### config.mk
export PLATFORM = sky130hd
export DESIGN_NAME = vvps_ctrl
export DESIGN_NICKNAME = d
export VERILOG_FILES = /design/src/hdl/vvps_pkg.sv /design/src/hdl/vvps_ctrl.sv
export SDC_FILE = /design/constraint.sdc
export NUM_CORES = 1
export LEC_CHECK = 0
export BUFFER_PORTS_ARGS = -buffer_cell sky130_fd_sc_hd__buf_2
export CAP_MARGIN = 20
export CORE_AREA = 2 2 39 41
export CTS_BUF_LIST = sky130_fd_sc_hd__clkbuf_4 sky130_fd_sc_hd__clkbuf_8
export CTS_CLUSTER_DIAMETER = 150
export DETAILED_ROUTE_END_ITERATION = 8
export DIE_AREA = 0 0 41 43
export MAX_ROUTING_LAYER = met4
export PLACE_DENSITY = 0.46
export SLEW_MARGIN = 10
export SYNTH_ARGS = -nofsm -noshare
export SYNTH_HDL_FRONTEND = slang
export SYNTH_SLANG_ARGS = --single-unit
### constraint.sdc
create_clock -name clk_i -period 1.5 [get_ports clk_i]
set_input_delay 0.225 -clock clk_i [delete_from_list [all_inputs] [get_ports clk_i]]
set_output_delay 0.225 -clock clk_i [all_outputs]
set_load 0.01 [all_outputs]
### src/hdl/vvps_pkg.sv
// ============================================================================
// vvps_pkg
// Shared types, constants and helpers for the velocity Verlet step pipeline.
// ============================================================================
package vvps_pkg;

  // Pipeline depth and stage positions
  localparam int NSTG     = 7;
  localparam int ST_IN    = 0;  // input register
  localparam int ST_MUL   = 1;  // force*imass, vel*dt, alast*dt^2/2
  localparam int ST_APOS  = 2;  // new acceleration and new position
  localparam int ST_ASUM  = 3;  // (alast + anew) * dt
  localparam int ST_VSUM  = 4;  // vel + rounded increment
  localparam int ST_DAMP  = 5;  // times frame damping
  localparam int ST_OUT   = 6;  // output register

  // Configuration register indexes
  localparam int CFG_IDX_W = 8;
  localparam logic [CFG_IDX_W-1:0] REG_TIME_STEP     = 8'd0;
  localparam logic [CFG_IDX_W-1:0] REG_FRAME_DAMPING = 8'd1;
  localparam logic [CFG_IDX_W-1:0] REG_GRAVITY       = 8'd2;

  // Register widths and reset values
  localparam int TS_W   = 16;
  localparam int DAMP_W = 17;
  localparam int GRAV_W = 31;
  localparam logic [TS_W-1:0]   TIME_STEP_RST = 16'd1092;
  localparam logic [DAMP_W-1:0] DAMPING_RST   = 17'd65525;
  localparam logic [GRAV_W-1:0] GRAVITY_RST   = 31'd642253;
  // dt*dt/2 in Q0.32 for the reset time step
  localparam logic [2*TS_W-2:0] HDT2_RST =
    (2*TS_W-1)'((32'(TIME_STEP_RST) * 32'(TIME_STEP_RST)) >> 1);

  // Axis code that receives gravity
  localparam logic [1:0] AXIS_Y = 2'd1;

  // Stream widths
  localparam int S_TDATA_W = 160;
  localparam int M_TDATA_W = 96;

  // Per-stage load strobes
  typedef struct packed {
    logic [NSTG-1:0] load;
  } pipe_ctl_t;

  // One input item
  typedef struct packed {
    logic [1:0]         axis;
    logic signed [31:0] position;
    logic signed [31:0] velocity;
    logic signed [31:0] last_accel;
    logic signed [31:0] force_req;
    logic signed [31:0] inverse_mass;
  } item_t;

  // Handoff from acceleration/position half to velocity half
  typedef struct packed {
    logic               skip;
    logic               clip;
    logic signed [31:0] position;
    logic signed [31:0] velocity;
    logic signed [31:0] last_accel;
    logic signed [31:0] new_accel;
    logic signed [31:0] new_position;
  } ap_item_t;

  // One result item
  typedef struct packed {
    logic        skipped;
    logic        saturated;
    logic [31:0] new_position;
    logic [31:0] new_velocity;
    logic [31:0] new_accel;
  } res_t;

  typedef struct packed {
    logic [31:0] val;
    logic        clip;
  } sat_t;

  // Clip a wide signed value to 32-bit signed
  function automatic sat_t sat32(input logic signed [63:0] v);
    sat_t r;
    r.clip = 1'b0;
    r.val  = v[31:0];
    if (v > 64'sd2147483647) begin
      r.clip = 1'b1;
      r.val  = 32'h7FFF_FFFF;
    end else if (v < -64'sd2147483648) begin
      r.clip = 1'b1;
      r.val  = 32'h8000_0000;
    end
    return r;
  endfunction

endpackage

### src/hdl/vvps_ctrl.sv
// ============================================================================
// vvps_ctrl
// Valid bits and per-stage ready chain for the step pipeline.
// ============================================================================
module vvps_ctrl import vvps_pkg::*; (
  input  logic      clk_i,
  input  logic      rst_ni,
  input  logic      in_valid_i,
  output logic      in_ready_o,
  output logic      out_valid_o,
  input  logic      out_ready_i,
  output pipe_ctl_t ctl_o
);

  logic [NSTG-1:0] vld_q, vld_d;
  logic [NSTG-1:0] vin;
  logic [NSTG:0]   rdy;

  // A stage takes new data when it is empty or its content moves on
  always_comb begin
    rdy[NSTG] = out_ready_i;
    for (int k = NSTG - 1; k >= 0; k--) begin
      rdy[k] = !vld_q[k] || rdy[k+1];
    end
  end

  always_comb begin
    vin[0] = in_valid_i;
    for (int k = 1; k < NSTG; k++) begin
      vin[k] = vld_q[k-1];
    end
  end

  always_comb begin
    for (int k = 0; k < NSTG; k++) begin
      vld_d[k]      = rdy[k] ? vin[k] : vld_q[k];
      ctl_o.load[k] = rdy[k] && vin[k];
    end
  end

  always_ff @(posedge clk_i or negedge rst_ni) begin
    if (!rst_ni) begin
      vld_q <= '0;
    end else begin
      vld_q <= vld_d;
    end
  end

  assign in_ready_o  = rdy[0];
  assign out_valid_o = vld_q[NSTG-1];

endmodule

* Word level (Yosys, flattened, before mapping)
Cells that the tools add are included.
** Cells by class
- Reductions and logical operators :: 21
** Operator list (count)
- logical AND 1 bit :: 7
- logical NOT 1 bit :: 7
- logical OR 1 bit :: 7
** Storage, ports and cells
- Register bits :: 7
- Logic and storage cells :: 28
- Output and inout bits :: 9
- Input port bits :: 4

* Depth between registers and ports, before layout
- Word-level depth :: 9
- Gate-level depth with buffers :: 2
- Gate-level depth less buffers :: 2

* Least setup slack after synthesis
OpenSTA, ideal clock, no wires.
- Kind :: register to output
- Start :: reg vld_q[6]
- End :: out ctl_o[3] (netlist name)
- Data required time :: 1.275 ns
- Cell stages (with the launch flop) :: 3
- Setup slack :: 0.329 ns
- Path buffers :: 0
- Arrival time :: 0.946 ns
- Path through :: dfrtp_1 > and4b_4 > a21boi_0
** RTL lines
- start, declared :: line vvps_ctrl.sv:15 : logic [NSTG-1:0] vld_q, vld_d;
- start signal, assigned :: line vvps_ctrl.sv:45 : vld_q <= vld_d;
- end, declared :: line vvps_ctrl.sv:12 : output pipe_ctl_t ctl_o

* Final worst setup path
- Start :: reg vld_q[5]
- End :: out in_ready_o
** On the way
- Cells in the longest elaborated chain, start to end :: 7
** Ends and longest elaborated chain
- logical NOT 1 bit :: line vvps_ctrl.sv:23 : rdy[k] = !vld_q[k] || rdy[k+1];
- logical OR 1 bit (6 in series) :: line vvps_ctrl.sv:23
- end, declared :: line vvps_ctrl.sv:9 : output logic in_ready_o,
Every way passes these cells.

==> results.md <==
* Hold Path Sink: vld_q[0]
* Overall Global Routing Usage at 0.09990
* Outcome: complete, no violations
* Clock tree from TritonCTS: yes
* CP Launch Type: register
* Synth warn at 0
* Synth Area per Inst at 11.52 um^2
* Crit path largest cell delay at 0.40 ns
* Seq cells post-synth at 7
* Ant diodes at 0
* Root Buffer: clkbuf_4
* Total core area at 1384 um^2
* Slew @ Worst Pin at 0.1779 ns
* Syn nets at 33
* Die area at 1763 um^2
* Slew headroom at 0.8808
* Clock-pin slew on the worst setup and hold paths at 0.05 ns
* Commonest non-fill, non-tap cell in the layout: buf_2
* Power consumption at 0.0006061 W
* Gr ovfl total at 0
* Pleak at 0.2096 nW
* Height of the chip at 43 um
* Clock Latency Late Sink at 0.26 ns
* Hold Fails Final Rpt at 0
* DR iter-0 viols at 3
* Worst hold slack at 0.1876 ns
* DRC at 0
* RSZ-0062 raised after global routing: true
* Fmax achieved at 0.6787 GHz
* Final ANT Viol Nets at 0
* DR WL/cell at 10.56 um
* Worst reg-to-reg setup slack at 0.52 ns
* Register area share after synthesis at 0.5243
* Distinct cells, synth at 16
* Global-route wire length before repair at 1028 um
* R2R Path Start: vld_q[5]
* Worst reg2reg path endpoint: vld_q[1]
* Antenna violations before repair at 0
* Worst clock skew at 0.007907 ns
* Min-delay src: in_valid_i
* CTS Sinks at 7
* IO Pins at 13
* Worst slack at placement at 0.2928 ns
* # rows at 14
* Critical-path cell list: nand4b_1 -> or2_1 -> buf_2
* Via Count at 284
* # nets final at 52
* Max Transition Viols Final at 0
* Critical-path top delay cell: dfrtp_1
* Maximum level of the CTS H-tree at 1
* CTS Buf Count at 3
* Layout cells sized above 1 at 0.4043
* CP arrival at 1.25 ns
* Area Overhead vs Synth at 38.20%
* Largest register FFs at 7
* Most flops, register: vld_q
* Worst Path Required at 1.27 ns
* Tightest Hold Check Type: primary input to register
* Largest net degree at the start of global routing at 8
* Max cap viols at 0
* Hold Path Cell Cnt at 2
* Final Setup Violations at 0
* First-pass DRT Iterations at 4
* Clock tree buffer depth at 2
* Mapped Cells at 29
* IR drop worst, VDD at 0.4393 mV
* Kind of critical path: register to output port
* Most frequent cells in the layout: buf_2, dfrtp_1, clkbuf_4
* Vias per inst at 4.508
* DP Area at 414.1 um^2
* PortBufs at 12
* Die W at 41 um
* Fin worst setup slack at 0.02669 ns
* Post-layout minimum cycle time at 1.473 ns
* Final instance area at 461.7 um^2
* GP Congestion at 0.7344
* Detail Placement HPWL at 496.8 um
* Crit share post-route at 0.9822
* Reg2reg path depth at 2
* Number of global-route vias before repair at 261
* Pwr dens at 1313 nW/um^2
* Total Wirelength at 665 um
* Crit. End Element: output port
* Initial core utilization at 0.2414
* Post-synthesis instance area at 334.1 um^2
* Top Registers: vld_q (7)
* Critical path peak fanout at 6
## metrics by stage
| step | instances | utilization | setup TNS [ns] |
|---|---|---|---|
| global route | 63 | 0.3336 | -0.1173 |
| detailed placement | 57 | 0.2993 | 0 |
| floorplan | 29 | - | 0 |
| CTS | 62 | 0.3282 | 0 |
| global placement | 57 | 0.2993 | 0 |
| finish | 63 | 0.3336 | 0 |
## worst max-delay path by stage
stage                 from         end  slack [ns]  depth (start not counted)
5_1_grt           vld_q[5]  in_ready_o       -0.07                          3
6_report          vld_q[5]  in_ready_o        0.03                          3
3_5_place_dp      vld_q[5]  in_ready_o        0.29                          3
4_1_cts           vld_q[6]  in_ready_o       0.005                          3
3_3_place_gp   out_ready_i  in_ready_o        0.30                          4
2_1_floorplan     vld_q[6]    ctl_o[3]        0.33                          2
## routing by layer
metal,global-route usage,vias up,part of all wire
met5,-,-,0
li1,-,141,-
met1,0.09667,131,0.41
met3,0.06283,2,0.090
met4,0.1000,0,0.023
met2,0.1250,10,0.48
## final cells by class
cell class	count	area, um^2
inverters	1	3.754
flip-flops and latches	7	175.2
fillers	147	922.1
multi-input cells	21	155.1
repair buffers	14	77.57
well taps	16	20.02
clock buffers	4	30.03
## cell families (layout without fill, tap and decap cells)
family	after synthesis	after routing	synth area share
buf+inv	1	19	0.01123
flops	7	7	0.5244
simple gates	11	11	0.2397
compound gates	10	10	0.2247
## critical path: cells and delay by family (launching register included)
family,cells,cell delay [ns]
buffers and inverters,1,0.14
flip-flops,1,0.40
AND/OR/NAND/NOR,2,0.47
## what timing repair did
action                                  4_1_cts  5_1_grt
setup buffers                                 0        1
endpoints found under the hold margin         7        0
resized for setup                             0        1
endpoints found under the setup margin        0        5
hold buffers                                  1        0
## cells in the mapped netlist
cell | instances | share of area
dfrtp_1 | 7 | 0.52
or2b_1 | 1 | 0.022
or2_1 | 1 | 0.019
a21o_1 | 3 | 0.067
nand2b_1 | 2 | 0.037
nand4_1 | 1 | 0.019
inv_1 | 1 | 0.011
nand4b_1 | 1 | 0.026
a31o_2 | 1 | 0.026
a31oi_1 | 1 | 0.019
o21bai_1 | 1 | 0.022
and4b_4 | 1 | 0.041
o21a_1 | 1 | 0.022
a21boi_0 | 3 | 0.067
and2_1 | 3 | 0.056
nor2b_1 | 1 | 0.019
## power breakdown
| group | internal (W) | switching (W) |
|---|---|---|
| Combinational | 0.0000853 | 0.0000784 |
| Sequential | 0.000218 | 0.0000313 |
| Clock | 0.000120 | 0.0000737 |
| Total | 0.000423 | 0.000183 |
No activity file was read; power rests on OpenSTA's default activity.
