--- src/hdl/vvps_pkg.sv ---
// ============================================================================
// vvps_pkg
// Shared types, constants and helpers for the velocity Verlet step pipeline.
// ============================================================================
package vvps_pkg;

  // Pipeline depth and stage positions
  localparam int NSTG     = 7;
  localparam int ST_IN    = 0;  // input register
  localparam int ST_MUL   = 1;  // force*imass, vel*dt, alast*dt^2/2
  localparam int ST_APOS  = 2;  // new acceleration and new position
  localparam int ST_ASUM  = 3;  // (alast + anew) * dt
  localparam int ST_VSUM  = 4;  // vel + rounded increment
  localparam int ST_DAMP  = 5;  // times frame damping
  localparam int ST_OUT   = 6;  // output register

  // Configuration register indexes
  localparam int CFG_IDX_W = 8;
  localparam logic [CFG_IDX_W-1:0] REG_TIME_STEP     = 8'd0;
  localparam logic [CFG_IDX_W-1:0] REG_FRAME_DAMPING = 8'd1;
  localparam logic [CFG_IDX_W-1:0] REG_GRAVITY       = 8'd2;

  // Register widths and reset values
  localparam int TS_W   = 16;
  localparam int DAMP_W = 17;
  localparam int GRAV_W = 31;
  localparam logic [TS_W-1:0]   TIME_STEP_RST = 16'd1092;
  localparam logic [DAMP_W-1:0] DAMPING_RST   = 17'd65525;
  localparam logic [GRAV_W-1:0] GRAVITY_RST   = 31'd642253;
  // dt*dt/2 in Q0.32 for the reset time step
  localparam logic [2*TS_W-2:0] HDT2_RST =
    (2*TS_W-1)'((32'(TIME_STEP_RST) * 32'(TIME_STEP_RST)) >> 1);

  // Axis code that receives gravity
  localparam logic [1:0] AXIS_Y = 2'd1;

  // Stream widths
  localparam int S_TDATA_W = 160;
  localparam int M_TDATA_W = 96;

  // Per-stage load strobes
  typedef struct packed {
    logic [NSTG-1:0] load;
  } pipe_ctl_t;

  // One input item
  typedef struct packed {
    logic [1:0]         axis;
    logic signed [31:0] position;
    logic signed [31:0] velocity;
    logic signed [31:0] last_accel;
    logic signed [31:0] force_req;
    logic signed [31:0] inverse_mass;
  } item_t;

  // Handoff from acceleration/position half to velocity half
  typedef struct packed {
    logic               skip;
    logic               clip;
    logic signed [31:0] position;
    logic signed [31:0] velocity;
    logic signed [31:0] last_accel;
    logic signed [31:0] new_accel;
    logic signed [31:0] new_position;
  } ap_item_t;

  // One result item
  typedef struct packed {
    logic        skipped;
    logic        saturated;
    logic [31:0] new_position;
    logic [31:0] new_velocity;
    logic [31:0] new_accel;
  } res_t;

  typedef struct packed {
    logic [31:0] val;
    logic        clip;
  } sat_t;

  // Clip a wide signed value to 32-bit signed
  function automatic sat_t sat32(input logic signed [63:0] v);
    sat_t r;
    r.clip = 1'b0;
    r.val  = v[31:0];
    if (v > 64'sd2147483647) begin
      r.clip = 1'b1;
      r.val  = 32'h7FFF_FFFF;
    end else if (v < -64'sd2147483648) begin
      r.clip = 1'b1;
      r.val  = 32'h8000_0000;
    end
    return r;
  endfunction

endpackage

--- src/hdl/vvps_velocity.sv ---
// ============================================================================
// vvps_velocity
// Averaged-acceleration velocity update, damping and result assembly.
// ============================================================================
module vvps_velocity import vvps_pkg::*; (
  input  logic              clk_i,
  input  pipe_ctl_t         ctl_i,
  input  ap_item_t          ap_i,
  input  logic [TS_W-1:0]   time_step_i,
  input  logic [DAMP_W-1:0] damping_i,
  output res_t              res_o
);

  // ---- (alast + anew) * dt
  logic signed [32:0] asum;
  logic signed [49:0] d_prod_q;
  ap_item_t           d_q;

  assign asum = 33'(ap_i.last_accel) + 33'(ap_i.new_accel);

  always_ff @(posedge clk_i) begin
    if (ctl_i.load[ST_ASUM]) begin
      d_prod_q <= asum * $signed({1'b0, time_step_i});
      d_q      <= ap_i;
    end
  end

  // ---- vel + round(prod / 2^17)
  logic signed [49:0] d_t;
  logic signed [32:0] d_rnd;
  logic signed [34:0] e_v1_q;
  ap_item_t           e_q;

  assign d_t   = d_prod_q + 50'sd65536;
  assign d_rnd = $signed(d_t[49:17]);

  always_ff @(posedge clk_i) begin
    if (ctl_i.load[ST_VSUM]) begin
      e_v1_q <= 35'(d_q.velocity) + 35'(d_rnd);
      e_q    <= d_q;
    end
  end

  // ---- times frame damping
  logic signed [52:0] f_prod_q;
  ap_item_t           f_q;

  always_ff @(posedge clk_i) begin
    if (ctl_i.load[ST_DAMP]) begin
      f_prod_q <= e_v1_q * $signed({1'b0, damping_i});
      f_q      <= e_q;
    end
  end

  // ---- round, clip and select pass-through for immovable particles
  logic signed [52:0] f_t;
  logic signed [36:0] v_rnd;
  sat_t               v_s;
  res_t               res_d;

  assign f_t   = f_prod_q + 53'sd32768;
  assign v_rnd = $signed(f_t[52:16]);
  assign v_s   = sat32(64'(v_rnd));

  always_comb begin
    if (f_q.skip) begin
      res_d.skipped      = 1'b1;
      res_d.saturated    = 1'b0;
      res_d.new_position = f_q.position;
      res_d.new_velocity = f_q.velocity;
      res_d.new_accel    = f_q.last_accel;
    end else begin
      res_d.skipped      = 1'b0;
      res_d.saturated    = f_q.clip | v_s.clip;
      res_d.new_position = f_q.new_position;
      res_d.new_velocity = v_s.val;
      res_d.new_accel    = f_q.new_accel;
    end
  end

  always_ff @(posedge clk_i) begin
    if (ctl_i.load[ST_OUT]) begin
      res_o <= res_d;
    end
  end

endmodule

--- config.mk ---
export PLATFORM = sky130hd
export DESIGN_NAME = vvps_velocity
export DESIGN_NICKNAME = d
export VERILOG_FILES = /design/src/hdl/vvps_pkg.sv /design/src/hdl/vvps_velocity.sv
export SDC_FILE = /design/constraint.sdc
export NUM_CORES = 2
export LEC_CHECK = 0
export BUFFER_PORTS_ARGS = -buffer_cell sky130_fd_sc_hd__buf_2
export CORE_MARGIN = 3
export CORE_UTILIZATION = 55
export CTS_CLUSTER_SIZE = 25
export DETAILED_ROUTE_END_ITERATION = 8
export PLACE_DENSITY = 0.72
export RECOVER_POWER = 100
export SLEW_MARGIN = 20
export SYNTH_ARGS = -nofsm -noshare
export SYNTH_HDL_FRONTEND = slang
export SYNTH_SLANG_ARGS = --single-unit
--- constraint.sdc ---
create_clock -name clk_i -period 7.5 [get_ports clk_i]
set_input_delay 0 -clock clk_i [delete_from_list [all_inputs] [get_ports clk_i]]
set_output_delay 0 -clock clk_i [all_outputs]
set_load 0.05 [all_outputs]
=== Word-level counts from Yosys, hierarchy flattened ===
Cells that the tools add are included.

* Output and inout bits: 98
* Register bits: 721
* Word-level logic and storage cells: 41

* $lt $le $gt $ge: 2
* $mul: 2
* Bitwise gates (word level): 1
* Mux-type cells: 3
* $add $sub $neg: 4

{| class="wikitable"
|+ Operators with widths
! operator !! number
|-
| 98-bit two-way mux || 1
|-
| 33-bit two-way mux || 2
|-
| 53-bit by 17-bit adder with 53-bit output (second input constant) || 1
|-
| 34-bit by 18-bit multiplier with 52-bit output || 1
|-
| 50-bit by 18-bit adder with 50-bit output (second input constant) || 1
|-
| 33-bit by 17-bit multiplier with 50-bit output || 1
|-
| 37-bit by 32-bit > comparator with 1-bit output (second input constant) || 1
|-
| 37-bit by 32-bit < comparator with 1-bit output (second input constant) || 1
|-
| 32-bit by 33-bit adder with 34-bit output || 1
|-
| 32-bit by 32-bit adder with 33-bit output || 1
|-
| 1-bit OR || 1
|}

=== Depth between registers and ports, before layout ===
* Word-level depth: 6
* Mapped depth: 36
* Depth with buffers taken out: 34

=== Worst setup path after synthesis ===
Ideal clock, no wire load.

* Path type: input -> register
* Start point: in ap_i[32] (netlist bit)
* End point: reg d_prod_q[47], data pin
* Slack: -0.788 ns
* Required time: 7.242 ns
* Arrival time: 8.030 ns
* Stages: 32
* Buffers on the path: 1
* Cells stage by stage: ha_1 -> fa_1 -> a21oi_2 -> o21ai_2 -> a21oi_2 -> o21bai_2 -> a2111o_1 -> a31o_2 -> a21o_1 -> o311ai_2 -> buf_2 -> nand2_1 -> fa_1 -> fa_1 -> fa_1 -> fa_1 -> inv_1 -> fa_1 -> inv_1 -> fa_1 -> inv_1 -> ha_1 -> a211o_1 -> nor4b_1 -> a31o_2 -> o21ai_0 -> a21oi_1 -> o211ai_1 -> a31oi_1 -> o21ai_1 -> a31oi_1 -> xnor2_1

* Cells in the longest elaborated chain, start to end: 2

{| class="wikitable"
|+ Ends and longest elaborated chain
! item !! line !! source
|-
| start, declared || vvps_velocity.sv:8 || <nowiki>input ap_item_t ap_i,</nowiki>
|-
| 32-bit by 32-bit adder with 33-bit output || vvps_velocity.sv:19 || <nowiki>assign asum = 33'(ap_i.last_accel) + 33'(ap_i.new_accel);</nowiki>
|-
| 33-bit by 17-bit multiplier with 50-bit output || vvps_velocity.sv:23 || <nowiki>d_prod_q <= asum * $signed({1'b0, time_step_i});</nowiki>
|-
| end signal, assigned || vvps_velocity.sv:23 ||
|-
| end, declared || vvps_velocity.sv:16 || <nowiki>logic signed [49:0] d_prod_q;</nowiki>
|}

Every way passes these cells.
A chain may end at the register's enable or synchronous reset.

=== Final worst setup path ===
* Start point: in ap_i[33] (netlist bit)
* End point: reg d_prod_q[45], data pin

The elaborated chain is that of the path after synthesis.

==> metrics.cfg <==
[status]
status = finished with violations
violations = setup timing

[timing]
drv_slew = 0
slew_headroom_pct = 25.9
layout_min_cycle_time_ns = 7.68
fmax_ghz = 0.130
rsz0062_at_grt = yes
hold_ws_ns = 0.0654
period_share_pct = 102
finalWorstSetupSlack_ns = -0.180
tightestPinTransition_ns = 1.10
finalClockSkew_ns = 0.0206
hold_viol = 0
setup_viol = 9

[place]
dp_hpwl_um = 123000
place_ws_ns = -0.910
gp_congestion = 0.925
io_buffers = 297
placed_area_mm2 = 0.0701

[setup_path]
cp_max_fo = 5
crit_family = adder cells
cpMostUsedCell = fa_1
cp_slowest_stage_delay_ns = 0.55
cp_data_arrival_time_ns = 8.05
critPathLaunchType = input port
crit_type = input port to register
end_kind = register
cp_slowest_cell = fa_1
critPathBufInv = 10
required_ns = 7.87

[cts]
numCtsBuffers = 73
cts_max_level = 3
root_buffer = clkbuf_16
clockBufferDepth = 3
clkLatencyLatePin_ns = 0.64
cts_tree = done
clkTransAtPathRegs_ns = 0.06
cts_sinks = 689

[finish]
fill_cells = 8707
drive_gt1_share_pct = 14.7
final_util_pct = 65.2
fin_nets = 8103
regArea_mm2 = 0.0207
multi_input_area_mm2 = 0.0386
syn2layout_area_growth_pct = 16.9
design_area_mm2 = 0.0750

[drt]
drtIter0Drc = 2876
ant_nets = 0
wl_per_cell_um = 19.7
wl_um = 160000
dr.pass1.iters = 6
drc_errors = 0
vias = 44200
via_per_inst = 5.43

[synthesis]
synthMuxAreaShare_pct = 1.61
postSynthCellCount = 5793
yosysSeqAreaShare_pct = 32.2
synthSimpleGateAreaFrac_pct = 11.8
avgSynthCellArea_um2 = 11.1
ys.flop_type = edfxtp_1
yosysWarningCount = 0
synthAdderAreaFrac_pct = 38.7
synth_seq_cells = 689
synth_compound_area_share_pct = 4.52
syn_area_mm2 = 0.0642
netlist-cell-type-count = 74
syn-num-nets = 7351
synthXorXnorAreaFrac_pct = 2.65
synth_top_family_by_area = adder cells
async_reset_ff_share_pct = 0
synth_edf_count = 689

[floorplanning]
rows = 124
die_x_um = 348
initial_core_util_pct = 55.7
die_y_um = 348
ios = 301
core_area_mm2 = 0.115
design.die.area_mm2 = 0.121

[grt]
grt_pass1_wl_um = 258000
grt_overflow = 0
grt_pass1_vias = 48000
grt_usage_pct = 27.3
gr-max-usage-layer = met2
met1_usage_pct = 34.7
grt_max_degree = 74
grt_util_met2_pct = 47.0
grt_antenna_before_repair = 13
met3_usage_pct = 4.20

[flow_run]
drv_cap = 0

[min_path]
min_path_type = input port to register

synth_stat cells, drive strengths merged, types with 5 or more instances:
master   instances  area [um^2]
a2111oi          6         58.8
a211oi           7         52.6
a21o            67          503
a21oi          111          574
a311oi          12          105
a31oi           19          119
and2           399         2500
and3            31          194
and4            12          105
buf             13         90.1
clkbuf         227          852
edfxtp         689        20700
fa            1052        21100
ha             303         3790
inv           1191         4470
mux2            76          875
mux2i           16          160
nand2          851         3190
nand2b          31          194
nand3           76          380
nand3b           7         52.6
nand4           35          219
nor2            94          353
nor2b           17          106
nor3            23          115
nor4             5         43.8
o211ai          47          353
o21a            17          128
o21ai           69          349
o21bai          18          143
o22ai           15         93.8
or3              6         37.5
xnor2          134         1170
xor2            60          526
final timing paths:
kind,startpoint,endpoint,slack [ns],cells after the start
hold reg to reg,e_q[39],f_q[39],0.41,0
hold / removal,ap_i[116],d_q[116],0.07,2
setup / recovery,ap_i[33],d_prod_q[45],-0.18,37
setup reg to reg,e_v1_q[11],f_prod_q[51],0.25,22
logic make-up after synthesis:
family / Yosys count
AO/OA/AOI/OAI: 433
XOR/XNOR: 194
adder cells (fa/ha/maj): 1355
buffers and inverters: 1432
flip-flops: 689
multiplexers: 92
AND/OR/NAND/NOR: 1598
per-layer routing:
| metal | part of all wire, % | vias up |
|---|---|---|
| li1 | - | 19600 |
| met1 | 39 | 22600 |
| met2 | 50 | 1592 |
| met3 | 6.7 | 379 |
| met4 | 4.7 | 0 |
| met5 | 0 | - |
cells in the final DEF (no fill, tap or decap), types with 92 or more instances in the layout:
cell,Yosys,final
ha_1,303,295
edfxtp_1,689,689
clkbuf_1,227,92
a21oi_1,106,96
xnor2_1,134,132
buf_2,8,211
and2_1,399,395
inv_1,1191,1180
fa_1,1052,1042
nand2_1,851,846
dlygate4sd3_1,0,166
buf_4,2,423
through the flow:
step                      TNS (ns)  cells
after floorplan             -0.353   5793
after global placement      -15.42   7774
after detailed placement    -20.96   7774
after CTS                   -0.587   8092
after global routing         -6.48   8124
final                       -0.769   8127
registers in the layout, summed over array words and instances, names as in the netlist:
signal    flops
e_q         162
res_o        98
e_v1_q       34
f_q         162
d_prod_q     34
f_prod_q     37
d_q         162
timing repair:
| item | CTS | global route |
|---|---|---|
| buffers inserted | 18 | 27 |
| pin swaps | 34 | 50 |
| resized for setup | 26 | 74 |
| hold endpoints to repair | 311 | 0 |
| endpoints found under the setup margin | 18 | 34 |
| hold buffers | 166 | 0 |
final cells by class:
| class | count | share of cell area, % |
|---|---|---|
| Multi-Input combinational cell | 3672 | 51.5 |
| Sequential cell | 689 | 27.6 |
| Timing Repair Buffer | 917 | 9.02 |
| Inverter | 1192 | 5.96 |
| Tap cell | 1512 | 2.52 |
| Clock buffer | 84 | 2.49 |
| Clock inverter | 50 | 0.899 |
| Antenna cell | 11 | 0.0367 |
Power is left out: the tool's default activity adds up to more than one toggle a clock period on the data nets, which glitch-free logic cannot reach.
